===== src/design/msps_pkg.sv =====
// ----------------------------------------------------------------------------
// msps_pkg
// Shared types and constants for the multiplexed servo pulse sequencer.
// ----------------------------------------------------------------------------
package msps_pkg;

    localparam int NUM_CHANNELS = 8;
    localparam int CH_AW        = (NUM_CHANNELS > 1) ? $clog2(NUM_CHANNELS) : 1;
    localparam int SLOT_W       = $clog2(NUM_CHANNELS + 1);

    localparam int CNT_W  = 20;
    localparam int WID_W  = 16;
    localparam int CMD_W  = 2;
    localparam int CH_W   = 4;
    localparam int ADDR_W = 3;
    localparam int DATA_W = 32;

    localparam logic [CNT_W-1:0] FRAME_RESET   = CNT_W'(20000);
    localparam logic [WID_W-1:0] DEFAULT_RESET = WID_W'(2500);

    localparam logic [ADDR_W-1:0] REG_FRAME   = ADDR_W'(0);
    localparam logic [ADDR_W-1:0] REG_DEFAULT = ADDR_W'(4);

    typedef enum logic [CMD_W-1:0] {
        CMD_TICK = 2'd0,
        CMD_SET  = 2'd1,
        CMD_STOP = 2'd2,
        CMD_NONE = 2'd3
    } t_cmd;

    typedef struct packed {
        logic            pulse_active;
        logic [CH_W-1:0] pulse_channel;
        logic            running;
        logic            frame_start;
    } t_result;

endpackage


===== src/design/msps_ram.sv =====
// ----------------------------------------------------------------------------
// msps_ram
// Generic single-write, single-read RAM with registered read data.
// A read of the address being written returns the old contents.
// ----------------------------------------------------------------------------
module msps_ram #(
    parameter int WIDTH = 16,
    parameter int DEPTH = 8,
    parameter int AW    = (DEPTH > 1) ? $clog2(DEPTH) : 1
) (
    input  logic             i_clk,
    input  logic             i_we,
    input  logic [AW-1:0]    i_waddr,
    input  logic [WIDTH-1:0] i_wdata,
    input  logic [AW-1:0]    i_raddr,
    output logic [WIDTH-1:0] o_rdata
);

    logic [WIDTH-1:0] r_mem [DEPTH];
    logic [WIDTH-1:0] r_rdata;

    always_ff @(posedge i_clk) begin
        if (i_we) begin
            r_mem[i_waddr] <= i_wdata;
        end
        r_rdata <= r_mem[i_raddr];
    end

    assign o_rdata = r_rdata;

endmodule


===== src/design/multiplexed_servo_pulse_sequencer.sv =====
// ----------------------------------------------------------------------------
// multiplexed_servo_pulse_sequencer
// Servo frame sequencer: channel slots in order, then a low complement slot.
// ----------------------------------------------------------------------------
// Usage:
//   Input channel (i_in_valid / o_in_stall) carries one command per transfer:
//   a timer tick, a channel width write or a channel stop. Every input
//   transfer yields exactly one output transfer (o_out_valid / i_out_stall)
//   with the slot status after that command.
//   Status is registered; one command is taken every cycle while o_in_stall
//   is low. Widths live in an 8-entry RAM; the width of a newly entered slot
//   and the old width for the running sum come back in the next cycle and
//   are folded in then, so back-to-back commands never wait.
//   The output register is backed by a one-entry skid buffer: while the
//   receiver stalls, one more command is taken, then o_in_stall rises.
//   Reset stops the sequencer, loads every width with 2500 ticks, the frame
//   with 20000 ticks, and empties both output stages. pready is always high.
//   The APB port writes frame_period_ticks (0x0) and default_width_ticks
//   (0x4); the user must write it only while no transfer is in flight (unchecked).
// ----------------------------------------------------------------------------
module multiplexed_servo_pulse_sequencer (
    input  logic                             i_clk,
    input  logic                             i_rst_n,
    input  logic                             i_in_valid,
    output logic                             o_in_stall,
    input  logic [msps_pkg::CMD_W-1:0]       i_command,
    input  logic [msps_pkg::CH_W-1:0]        i_channel,
    input  logic [msps_pkg::WID_W-1:0]       i_width_ticks,
    output logic                             o_out_valid,
    input  logic                             i_out_stall,
    output logic                             o_pulse_active,
    output logic [msps_pkg::CH_W-1:0]        o_pulse_channel,
    output logic                             o_running,
    output logic                             o_frame_start,
    input  logic                             psel,
    input  logic                             penable,
    input  logic                             pwrite,
    input  logic [msps_pkg::ADDR_W-1:0]      paddr,
    input  logic [msps_pkg::DATA_W-1:0]      pwdata,
    output logic [msps_pkg::DATA_W-1:0]      prdata,
    output logic                             pready
);
    import msps_pkg::*;

    logic [CNT_W-1:0]        r_frame;
    logic [WID_W-1:0]        r_default;
    logic                    r_active;
    logic [SLOT_W-1:0]       r_slot;
    logic [CNT_W-1:0]        r_cd;
    logic                    r_pend;
    logic                    r_s2;
    logic [WID_W-1:0]        r_s2_w;
    logic [CNT_W-1:0]        r_sum;
    logic [NUM_CHANNELS-1:0] r_nz;
    logic [NUM_CHANNELS-1:0] r_vld;
    logic [WID_W-1:0]        r_fill;
    logic                    r_rd_vld;
    logic [WID_W-1:0]        r_rd_fill;
    t_result                 r_out;
    logic                    r_out_vld;
    t_result                 r_skid;
    logic                    r_skid_vld;

    logic                    n_active;
    logic [SLOT_W-1:0]       n_slot;
    logic [CNT_W-1:0]        n_cd;
    logic                    n_pend;
    logic                    n_s2;
    logic [WID_W-1:0]        n_s2_w;
    logic [CNT_W-1:0]        n_sum;
    logic [NUM_CHANNELS-1:0] n_nz;
    logic [NUM_CHANNELS-1:0] n_vld;
    logic [WID_W-1:0]        n_fill;

    logic                    accept;
    logic                    out_take;
    logic                    cfg_wr;
    t_cmd                    cmd;
    logic                    ch_ok;
    logic [CH_AW-1:0]        ch_a;
    logic [WID_W-1:0]        ram_q;
    logic                    ram_we;
    logic [WID_W-1:0]        ram_wdata;
    logic [CH_AW-1:0]        ram_raddr;
    logic [WID_W-1:0]        old_w;
    logic [CNT_W-1:0]        sum_cur;
    logic [CNT_W-1:0]        cd_cur;
    logic [CNT_W-1:0]        comp_len;
    logic                    found;
    logic [SLOT_W-1:0]       cand;
    logic [SLOT_W:0]         step;
    logic [SLOT_W-1:0]       probe;
    logic                    probe_nz;
    logic [NUM_CHANNELS-1:0] nz_mod;
    logic                    fstart;
    t_result                 res;

    assign cmd    = t_cmd'(i_command);
    assign ch_ok  = (SLOT_W'(i_channel) < SLOT_W'(NUM_CHANNELS)) &&
                    (i_channel < CH_W'(NUM_CHANNELS - 1) || i_channel == CH_W'(NUM_CHANNELS - 1));
    assign ch_a   = CH_AW'(i_channel);
    assign accept = i_in_valid && !r_skid_vld;
    assign out_take = r_out_vld && !i_out_stall;
    assign cfg_wr = psel && penable && pwrite && pready;

    msps_ram #(
        .WIDTH(WID_W),
        .DEPTH(NUM_CHANNELS)
    ) u_width_ram (
        .i_clk   (i_clk),
        .i_we    (ram_we),
        .i_waddr (ch_a),
        .i_wdata (ram_wdata),
        .i_raddr (ram_raddr),
        .o_rdata (ram_q)
    );

    // width read last cycle: either the slot being entered or the old width of a write
    always_comb begin
        old_w    = r_rd_vld ? ram_q : r_rd_fill;
        sum_cur  = r_s2 ? (r_sum - CNT_W'(old_w) + CNT_W'(r_s2_w)) : r_sum;
        cd_cur   = r_pend ? (CNT_W'(old_w) - CNT_W'(1)) : r_cd;
        comp_len = (sum_cur >= r_frame) ? '0 : (r_frame - sum_cur);
    end

    // next nonzero slot after the current one
    always_comb begin
        found    = 1'b0;
        cand     = r_slot;
        step     = '0;
        probe    = '0;
        probe_nz = 1'b0;
        for (int i = 1; i <= NUM_CHANNELS + 1; i++) begin
            step = (SLOT_W + 1)'(r_slot) + (SLOT_W + 1)'(i);
            if (step >= (SLOT_W + 1)'(NUM_CHANNELS + 1)) begin
                step = step - (SLOT_W + 1)'(NUM_CHANNELS + 1);
            end
            probe    = SLOT_W'(step);
            probe_nz = (probe < SLOT_W'(NUM_CHANNELS)) ? r_nz[CH_AW'(probe)]
                                                       : (comp_len != '0);
            if (!found && probe_nz) begin
                found = 1'b1;
                cand  = probe;
            end
        end
    end

    always_comb begin
        n_active  = r_active;
        n_slot    = r_slot;
        n_cd      = cd_cur;
        n_pend    = 1'b0;
        n_s2      = 1'b0;
        n_s2_w    = r_s2_w;
        n_sum     = sum_cur;
        n_nz      = r_nz;
        n_vld     = r_vld;
        n_fill    = r_fill;
        fstart    = 1'b0;
        ram_we    = 1'b0;
        ram_wdata = (cmd == CMD_SET) ? i_width_ticks : '0;
        ram_raddr = ch_a;
        nz_mod    = r_nz;
        if (accept) begin
            unique case (cmd)
                CMD_SET, CMD_STOP: begin
                    if (ch_ok) begin
                        ram_we       = 1'b1;
                        n_vld[ch_a]  = 1'b1;
                        nz_mod[ch_a] = (ram_wdata != '0);
                        if (nz_mod == '0) begin
                            n_active = 1'b0;
                            n_slot   = '0;
                            n_cd     = '0;
                            n_sum    = CNT_W'(32'(r_default) * NUM_CHANNELS);
                            n_fill   = r_default;
                            n_nz     = {NUM_CHANNELS{r_default != '0}};
                            n_vld    = '0;
                        end else begin
                            n_nz   = nz_mod;
                            n_s2   = 1'b1;
                            n_s2_w = ram_wdata;
                            if (!r_active) begin
                                n_active = 1'b1;
                                n_slot   = SLOT_W'(NUM_CHANNELS);
                                n_cd     = '0;
                            end
                        end
                    end
                end
                CMD_TICK: begin
                    if (r_active) begin
                        if (cd_cur == '0) begin
                            if (found) begin
                                n_slot    = cand;
                                ram_raddr = CH_AW'(cand);
                                fstart    = (cand <= r_slot) &&
                                            (cand < SLOT_W'(NUM_CHANNELS));
                                if (cand < SLOT_W'(NUM_CHANNELS)) begin
                                    n_pend = 1'b1;
                                    n_cd   = '0;
                                end else begin
                                    n_cd = comp_len - CNT_W'(1);
                                end
                            end else begin
                                n_slot = SLOT_W'(NUM_CHANNELS);
                            end
                        end else begin
                            n_cd = cd_cur - CNT_W'(1);
                        end
                    end
                end
                CMD_NONE: begin
                end
                default: begin
                end
            endcase
        end
    end

    always_comb begin
        res.running       = n_active;
        res.pulse_active  = n_active && (n_slot < SLOT_W'(NUM_CHANNELS));
        res.pulse_channel = res.pulse_active ? CH_W'(n_slot) : '0;
        res.frame_start   = fstart;
    end

    always_ff @(posedge i_clk) begin
        if (!i_rst_n) begin
            r_frame    <= FRAME_RESET;
            r_default  <= DEFAULT_RESET;
            r_active   <= 1'b0;
            r_slot     <= '0;
            r_cd       <= '0;
            r_pend     <= 1'b0;
            r_s2       <= 1'b0;
            r_sum      <= CNT_W'(32'(DEFAULT_RESET) * NUM_CHANNELS);
            r_nz       <= {NUM_CHANNELS{1'b1}};
            r_vld      <= '0;
            r_fill     <= DEFAULT_RESET;
            r_out_vld  <= 1'b0;
            r_skid_vld <= 1'b0;
        end else begin
            if (cfg_wr && paddr == REG_FRAME) begin
                r_frame <= CNT_W'(pwdata);
            end
            if (cfg_wr && paddr == REG_DEFAULT) begin
                r_default <= WID_W'(pwdata);
            end
            r_active <= n_active;
            r_slot   <= n_slot;
            r_cd     <= n_cd;
            r_pend   <= n_pend;
            r_s2     <= n_s2;
            r_sum    <= n_sum;
            r_nz     <= n_nz;
            r_vld    <= n_vld;
            r_fill   <= n_fill;
            if (out_take || !r_out_vld) begin
                if (r_skid_vld) begin
                    r_out_vld  <= 1'b1;
                    r_skid_vld <= 1'b0;
                end else begin
                    r_out_vld <= accept;
                end
            end else if (accept) begin
                r_skid_vld <= 1'b1;
            end
        end
    end

    always_ff @(posedge i_clk) begin
        r_s2_w    <= n_s2_w;
        r_rd_vld  <= r_vld[ram_raddr];
        r_rd_fill <= r_fill;
        if (out_take || !r_out_vld) begin
            r_out <= r_skid_vld ? r_skid : res;
        end else if (accept) begin
            r_skid <= res;
        end
    end

    assign o_in_stall      = r_skid_vld;
    assign o_out_valid     = r_out_vld;
    assign o_pulse_active  = r_out.pulse_active;
    assign o_pulse_channel = r_out.pulse_channel;
    assign o_running       = r_out.running;
    assign o_frame_start   = r_out.frame_start;
    assign pready          = 1'b1;

    always_comb begin
        if (paddr == REG_FRAME) begin
            prdata = DATA_W'(r_frame);
        end else if (paddr == REG_DEFAULT) begin
            prdata = DATA_W'(r_default);
        end else begin
            prdata = '0;
        end
    end

    a_skid_needs_out: assert property (@(posedge i_clk) disable iff (!i_rst_n)
        r_skid_vld |-> r_out_vld)
        else $error("skid entry held with empty output register");

    a_pend_active: assert property (@(posedge i_clk) disable iff (!i_rst_n)
        r_pend |-> (r_active && r_slot < SLOT_W'(NUM_CHANNELS) && r_nz[CH_AW'(r_slot)]))
        else $error("slot width load pending outside an active channel slot");

    a_sum_update_active: assert property (@(posedge i_clk) disable iff (!i_rst_n)
        r_s2 |-> (r_active && r_nz != '0))
        else $error("width sum update after the sequencer stopped");

    a_slot_range: assert property (@(posedge i_clk) disable iff (!i_rst_n)
        r_slot <= SLOT_W'(NUM_CHANNELS))
        else $error("slot index out of range");

    a_fstart_pulse: assert property (@(posedge i_clk) disable iff (!i_rst_n)
        (o_out_valid && o_frame_start) |-> (o_pulse_active && o_running))
        else $error("frame start outside a channel slot");

endmodule


===== config.mk =====
export PLATFORM = sky130hd
export DESIGN_NAME = multiplexed_servo_pulse_sequencer
export DESIGN_NICKNAME = d
export VERILOG_FILES = /design/src/design/msps_pkg.sv /design/src/design/msps_ram.sv /design/src/design/multiplexed_servo_pulse_sequencer.sv
export SDC_FILE = /design/constraint.sdc
export NUM_CORES = 1
export LEC_CHECK = 0
export BUFFER_PORTS_ARGS = -buffer_cell sky130_fd_sc_hd__buf_2
export CAP_MARGIN = 20
export CORE_ASPECT_RATIO = 0.5
export CORE_MARGIN = 2
export CORE_UTILIZATION = 35
export DETAILED_ROUTE_END_ITERATION = 7
export PLACE_DENSITY = 0.62
export SETUP_SLACK_MARGIN = 0.05
export SLEW_MARGIN = 25
export SYNTH_ARGS = -nofsm -noshare
export SYNTH_HDL_FRONTEND = slang
export SYNTH_HIERARCHICAL = 1
export SYNTH_SLANG_ARGS = --single-unit

===== constraint.sdc =====
create_clock -name i_clk -period 8.9 [get_ports i_clk]
set_input_delay 0.89 -clock i_clk [delete_from_list [all_inputs] [get_ports i_clk]]
set_output_delay 0.89 -clock i_clk [all_outputs]
set_load 0.02 [all_outputs]

Yosys cells after proc, flatten, opt, wreduce, memory -nomap -nowiden
Memories as Yosys holds them, arrays and structs flattened. A register that Yosys moved wholly into a read port is not among the register bits.
Index checks and enable logic that the tools add are counted.
- flip-flop bits (word level): 164
- latch bits: 0
- memory bits (writable): 128
- ROM bits: 0
- input bits: 64
- output and inout bits: 42
- logic and storage cells: 251
- memories: 1
- memories (memory ; depth ; width ; rd ports ; clocked after memory_dff ; wr ports ; RTL line ; text):
    u_width_ram.r_mem ; 8 ; 16 ; 1 ; 1 ; 1 ; msps_ram.sv:19 ; logic [WIDTH-1:0] r_mem [DEPTH];
- add/sub/neg operators: 24
- $mul: 0
- divide/modulo/power cells: 0
- $lt $le $gt $ge: 36
- eq/ne operators: 4
- shift-type cells: 0
- muxes and demuxes: 112
- bitwise operators: 4
- reduce and logical (&&, ||, !) cells: 46
- operator list (kind ; count):
    $mux W20 ; 16
    $mux W4 ; 26
    $lt A4 B4 Y1 const B ; 12
    $mux W16 ; 3
    $ge A5 B4 Y1 const B ; 9
    $mux W1 ; 45
    $lt A3 B4 Y1 const B ; 11
    $pmux W20 S2 ; 1
    $sub A20 B1 Y20 const B ; 2
    $sub A4 B4 Y4 const B ; 9
    $reduce_bool A16 Y1 ; 2
    $bmux W1 S3 ; 10
    $add A20 B16 Y20 ; 1
    $add A4 B3 Y5 const B ; 4
    $ge A20 B20 Y1 ; 1
    $logic_not A20 Y1 ; 1
    $reduce_bool A20 Y1 ; 1
    $sub A20 B16 Y20 ; 1
    $sub A20 B20 Y20 ; 1
    $logic_and A1 B1 Y1 ; 18
    $sub A16 B1 Y17 const B ; 1
    $mux W8 ; 2
    $mux W3 ; 5
    $reduce_and A4 Y1 ; 3
    other kinds (25) ; 41

Longest topological paths before layout
- depth after elaboration: 42
- depth in mapped cells: 48
- depth with buffers taken out: 43

Modules after synthesis
The synthesis kept the hierarchy.
- modules (own cells, without submodules) (module ; times used ; cells each ; area each (sq um) ; sequential area each (sq um)):
    multiplexed_servo_pulse_sequencer ; 1 ; 1839 ; 14223.6 ; 3583.4
    msps_ram ; 1 ; 214 ; 5293.8 ; 4164.0

Least setup slack after synthesis
No wires, ideal clock.
- kind: register to register
- from: register r_rd_vld
- to: register u_width_ram.r_rdata[1], in the netlist u_width_ram/o_rdata[1], read port of u_width_ram.r_mem
- library setup time: 0.121 ns
- arrival: 9.319 ns
- required time: 8.779 ns
- path slack: -0.539 ns
- stages on the path, launching flop included: 45
- buffers on the path: 6
- period minus slack after synthesis: 9.439 ns
- path through: dfxtp_1 buf_2 buf_1 buf_1 mux2i_1 inv_1 fa_1 inv_1 ha_1 a21o_1 a21o_1 a21o_1 a21oi_1 o21bai_1 a21o_1 a21oi_1 o21ai_0 and3_1 [... 9 more ...] a221oi_1 a32o_1 o2111a_1 or3_1 ha_1 o21ai_2 o21ai_4 mux2_4 a221o_1 a221o_1 a21o_1 a211o_1 a31o_1 inv_1 buf_6 buf_6 mux4_1 mux2_2
- word-level cells in the longest chain between the ends: 38
- elaborated cells between the ends (all ways): 59
- those cells by class: add/sub: 4; order compare: 1; mux: 36; reduce/logical: 18
- RTL lines (item ; RTL line ; text):
    start: declaration ; multiplexed_servo_pulse_sequencer.sv:57 ; logic r_rd_vld;
    start signal: assignment ; multiplexed_servo_pulse_sequencer.sv:274 ; r_rd_vld <= r_vld[ram_raddr];
    $mux W16 (*) ; multiplexed_servo_pulse_sequencer.sv:120 ; old_w = r_rd_vld ? ram_q : r_rd_fill;
    $sub A20 B16 Y20 ; multiplexed_servo_pulse_sequencer.sv:121 ; sum_cur = r_s2 ? (r_sum - CNT_W'(old_w) + CNT_W'(r_s2_w)) : r_sum;
    $add A20 B16 Y20 ; multiplexed_servo_pulse_sequencer.sv:121 ;
    $mux W20 ; multiplexed_servo_pulse_sequencer.sv:121 ;
    $sub A20 B20 Y20 or $ge A20 B20 Y1 (tied branches) ; multiplexed_servo_pulse_sequencer.sv:123 ; comp_len = (sum_cur >= r_frame) ? '0 : (r_frame - sum_cur);
    $mux W20 ; multiplexed_servo_pulse_sequencer.sv:123 ;
    $reduce_bool A20 Y1 ; multiplexed_servo_pulse_sequencer.sv:140 ; : (comp_len != '0);
    $mux W1 ; multiplexed_servo_pulse_sequencer.sv:139 ; probe_nz = (probe < SLOT_W'(NUM_CHANNELS)) ? r_nz[CH_AW'(probe)]
    [... 23 more ...] ; -- ;
    $logic_and A1 B1 Y1 ; multiplexed_servo_pulse_sequencer.sv:141 ; if (!found && probe_nz) begin
    $mux W4 or $mux W1 (tied branches) ; multiplexed_servo_pulse_sequencer.sv:141 ;
    $mux W3 ; multiplexed_servo_pulse_sequencer.sv:194 ; if (found) begin
    $mux W3 (*) ; multiplexed_servo_pulse_sequencer.sv:193 ; if (cd_cur == '0) begin
    $mux W3 (*) ; multiplexed_servo_pulse_sequencer.sv:192 ; if (r_active) begin
    $mux W3 (*) ; multiplexed_servo_pulse_sequencer.sv:165 ; unique case (cmd)
    $mux W3 (*) ; multiplexed_servo_pulse_sequencer.sv:164 ; if (accept) begin
    named net ram_raddr[0] ; multiplexed_servo_pulse_sequencer.sv:84 ; logic [CH_AW-1:0] ram_raddr;
    end: declaration ; msps_ram.sv:20 ; logic [WIDTH-1:0] r_rdata;
Mark *: on every way through the listed nets, which the timed path passes. The rest lies on a longest branch.
A chain may end at the register's enable or synchronous reset.

Worst setup path in the final report
- from: register r_rd_vld
- to: register u_width_ram.r_rdata[6], in the netlist u_width_ram/o_rdata[6], read port of u_width_ram.r_mem
The elaborated chain is that of the path after synthesis.

==> summary.txt <==
Total global routing overflow -> 0
Pwr Density -> 155.1 mW/mm^2
Final setup fails -> 0
Fmax -> 112.7 MHz
Cells on worst reg2reg path -> 39
Most frequent cells after synthesis -> nand2_1, nor2_1, edfxtp_1
Synthesized area per cell -> 9.507 um^2
Cell taking the most area after synthesis -> edfxtp_1
Worst Path Max Fanout -> 8
Synth area leaders -> edfxtp_1, dfxtp_1, ha_1, nand2_1, mux4_1
Fin util -> 42.33%
Pre-antenna DRT Iters -> 5
P&R area growth vs syn -> 20.00%
Final-report hold violation count -> 0
Layout cells sized above 1 -> 22.39%
Worst hold stages -> 0
Hold buffer count at cts -> 0
Primary FF master, synth -> edfxtp_1
Reg clk slew, reported paths -> 0.06 ns
WP data arrival -> 9.35 ns
Synth top area share -> 24.31%
Maximum VDD drop -> 0.1549 mV
Final period util -> 99.69%
Clk buf depth -> 3
Slew margin rel. -> 26.34%
Netlist Area Pre-Place -> 0.01952 mm^2
Post-synth EDFFs -> 158
Hold slack -> 0.3482 ns
Total I/O pin count -> 106
CTS tree -> built
Register area share after synthesis -> 39.69%
Average wire per cell in the routed design -> 19.60 um
DRT antenna net count -> 0
Async SR Flop Fraction -> 0%
CP required -> 9.38 ns
Initial Util -> 35.27%
Final worst slack -> 0.02773 ns
TritonCTS Buffers -> 31
Root Driver -> clkbuf_16
Synthesized flop and latch total -> 308
Vias -> 16,860
Clock skew -> 0.01409 ns
Minimum clock period -> 8.872 ns
Most common cell in the netlist -> nand2_1
Die X -> 338.0 um
Worst slew pin tran -> 1.095 ns
Slew Viols, Final -> 0
Die area -> 0.05778 mm^2
Power after layout -> 3633 uW
Post-DR vias/cell -> 5.515
RSZ-0062 raised after global routing -> true
Die Y-Extent -> 171.0 um
Dpl ws -> -0.3548 ns
H-tree levels -> 1
Tot GR Track Use -> 19.90%
Site Rows -> 61
Synth cell types -> 106
Max-cap viol count -> 0
Most used cell along the critical path -> a21o_1
Drc violations -> 0
# nets final -> 2,424
Status -> complete, no violations
I/O Buffers -> 80
DRT iter0 DRCs -> 1,461
Sink Count -> 308
Kind of critical path -> flop to flop
CP max stage delay -> 0.53 ns
Vias in the first global route -> 15,840
Later-pin clock latency in the skew report -> 0.60 ns
Largest net degree at the start of global routing -> 55
Filler instances -> 5,357
Post-Syn Instances -> 2,053
Leak -> 0.008918 uW
Core Region -> 0.05533 mm^2
Synthesis Warnings -> 6
Initial antenna violation count -> 1
Critical path startpoint category -> flop
First-pass GRT wire length -> 90.20 mm
Final WL -> 59.91 mm
CP Capture Type -> flop
Antenna cells -> 0
Routability Congestion -> 0.9677
CP max-delay cell -> fa_1
Worst min path class -> flop to flop
DP Wirelength -> 41.92 mm
## sequential cells by signal, summed over array words and instances (netlist names), 4 cells and up
| register | cells |
|---|---|
| u_width_ram/o_rdata | 16 |
| r_fill | 16 |
| r_skid | 7 |
| r_s2_w | 16 |
| u_width_ram/r_mem | 128 |
| r_default | 16 |
| r_rd_fill | 16 |
| r_vld | 8 |
| r_cd | 20 |
| o_pulse_channel | 4 |
| r_slot | 4 |
| r_frame | 20 |
| r_sum | 20 |
| r_nz | 8 |
## per-stage QoR
step / setup TNS (ns) / cells / area [um^2]
finish: 0 / 3056 / 23420
global route: -3.630 / 3056 / 23420
CTS: 0 / 3045 / 23090
detailed placement: -4.575 / 2957 / 21730
global placement: -3.078 / 2957 / 21730
floorplan: 0 / 2065 / 19590
## timing repair
action | in CTS | in global routing
endpoints found under the hold margin | 0 | 0
endpoints found under the setup margin | 18 | 28
cloned | 3 | 0
gates resized for setup | 30 | 103
pin swaps | 15 | 47
setup buffers | 27 | 12
## cell usage in the layout, fill, tap and decap left out, drive strengths merged, types with 10 or more instances in the layout
master and n:
buf 290, nand2 203, nor2 177, edfxtp 158, dfxtp 150, a21oi 144, inv 129, o21ai 102
ha 68, and2 56, mux2i 51, xnor2 50, nand3 43, nor3 42, mux4 40, clkbuf 39
mux2 35, a21o 34, a21boi 32, nand2b 29, a31oi 29, nand4 28, o21a 21, o22ai 21
a22o 19, nor4 18, fa 17, and3 16, or3 16, xor2 15, conb 14, nor2b 14
clkinv 13, o31ai 12, o21bai 11, nor3b 11, a211oi 11, o211ai 10
## critical path: cells and delay by family (launching register included)
family	cells	cell delay, ns
buffers and inverters	5	0.57
adder cells (fa/ha/maj)	4	1.31
AND/OR/NAND/NOR	4	0.68
AO/OA/AOI/OAI	20	4.16
XOR/XNOR	2	0.32
multiplexers	4	1.35
flip-flops	1	0.36
## power breakdown
part / internal (uW) / leakage (uW) / total [uW] / switching, uW
Combinational: 372 / 0.00598 / 849 / 477
Sequential: 1510 / 0.00247 / 1530 / 16.5
Clock: 672 / 0.000465 / 1250 / 583
Total: 2560 / 0.00892 / 3630 / 1080
## layout make-up
type                    instances  area (um^2)  share of cell area, %
multi-input cells            1516        11170                  47.69
well taps                     756        945.9                  4.039
inverters                     128        483.0                  2.062
clock inverters                19        133.9                 0.5716
repair buffers                290         2105                  8.986
flip-flops and latches        308         7749                  33.08
clock buffers                  39        835.8                  3.569
## logic make-up (layout without fill, tap and decap cells)
group | count (synthesis) | count (layout) | share of synthesized area, %
multiplexers | 126 | 126 | 9.808
AND/OR/NAND/NOR | 679 | 679 | 16.84
flip-flops | 308 | 308 | 39.69
adder cells (fa/ha/maj) | 85 | 85 | 6.103
other | 2 | 14 | 0.03848
AO/OA/AOI/OAI | 546 | 546 | 19.37
XOR/XNOR | 66 | 66 | 3.032
buffers and inverters | 241 | 476 | 5.116
## worst paths after layout
check,start,to,slack (ns)
min,r_fill[6],r_rd_fill[6],0.35
max,r_rd_vld,u_width_ram/o_rdata[6],0.03
min reg2reg,r_fill[6],r_rd_fill[6],0.35
max reg2reg,r_rd_vld,u_width_ram/o_rdata[6],0.03
## metal layers
metal  global-route usage (%)  vias up  routed length, um
met5                        0        -                 12
met4                    4.850        2               1403
met3                    1.995       95               3474
met2                    32.46      532              27200
met1                    28.31     8294              27820
li1                         -     7932                  -
(Power assumes the default switching activity.)
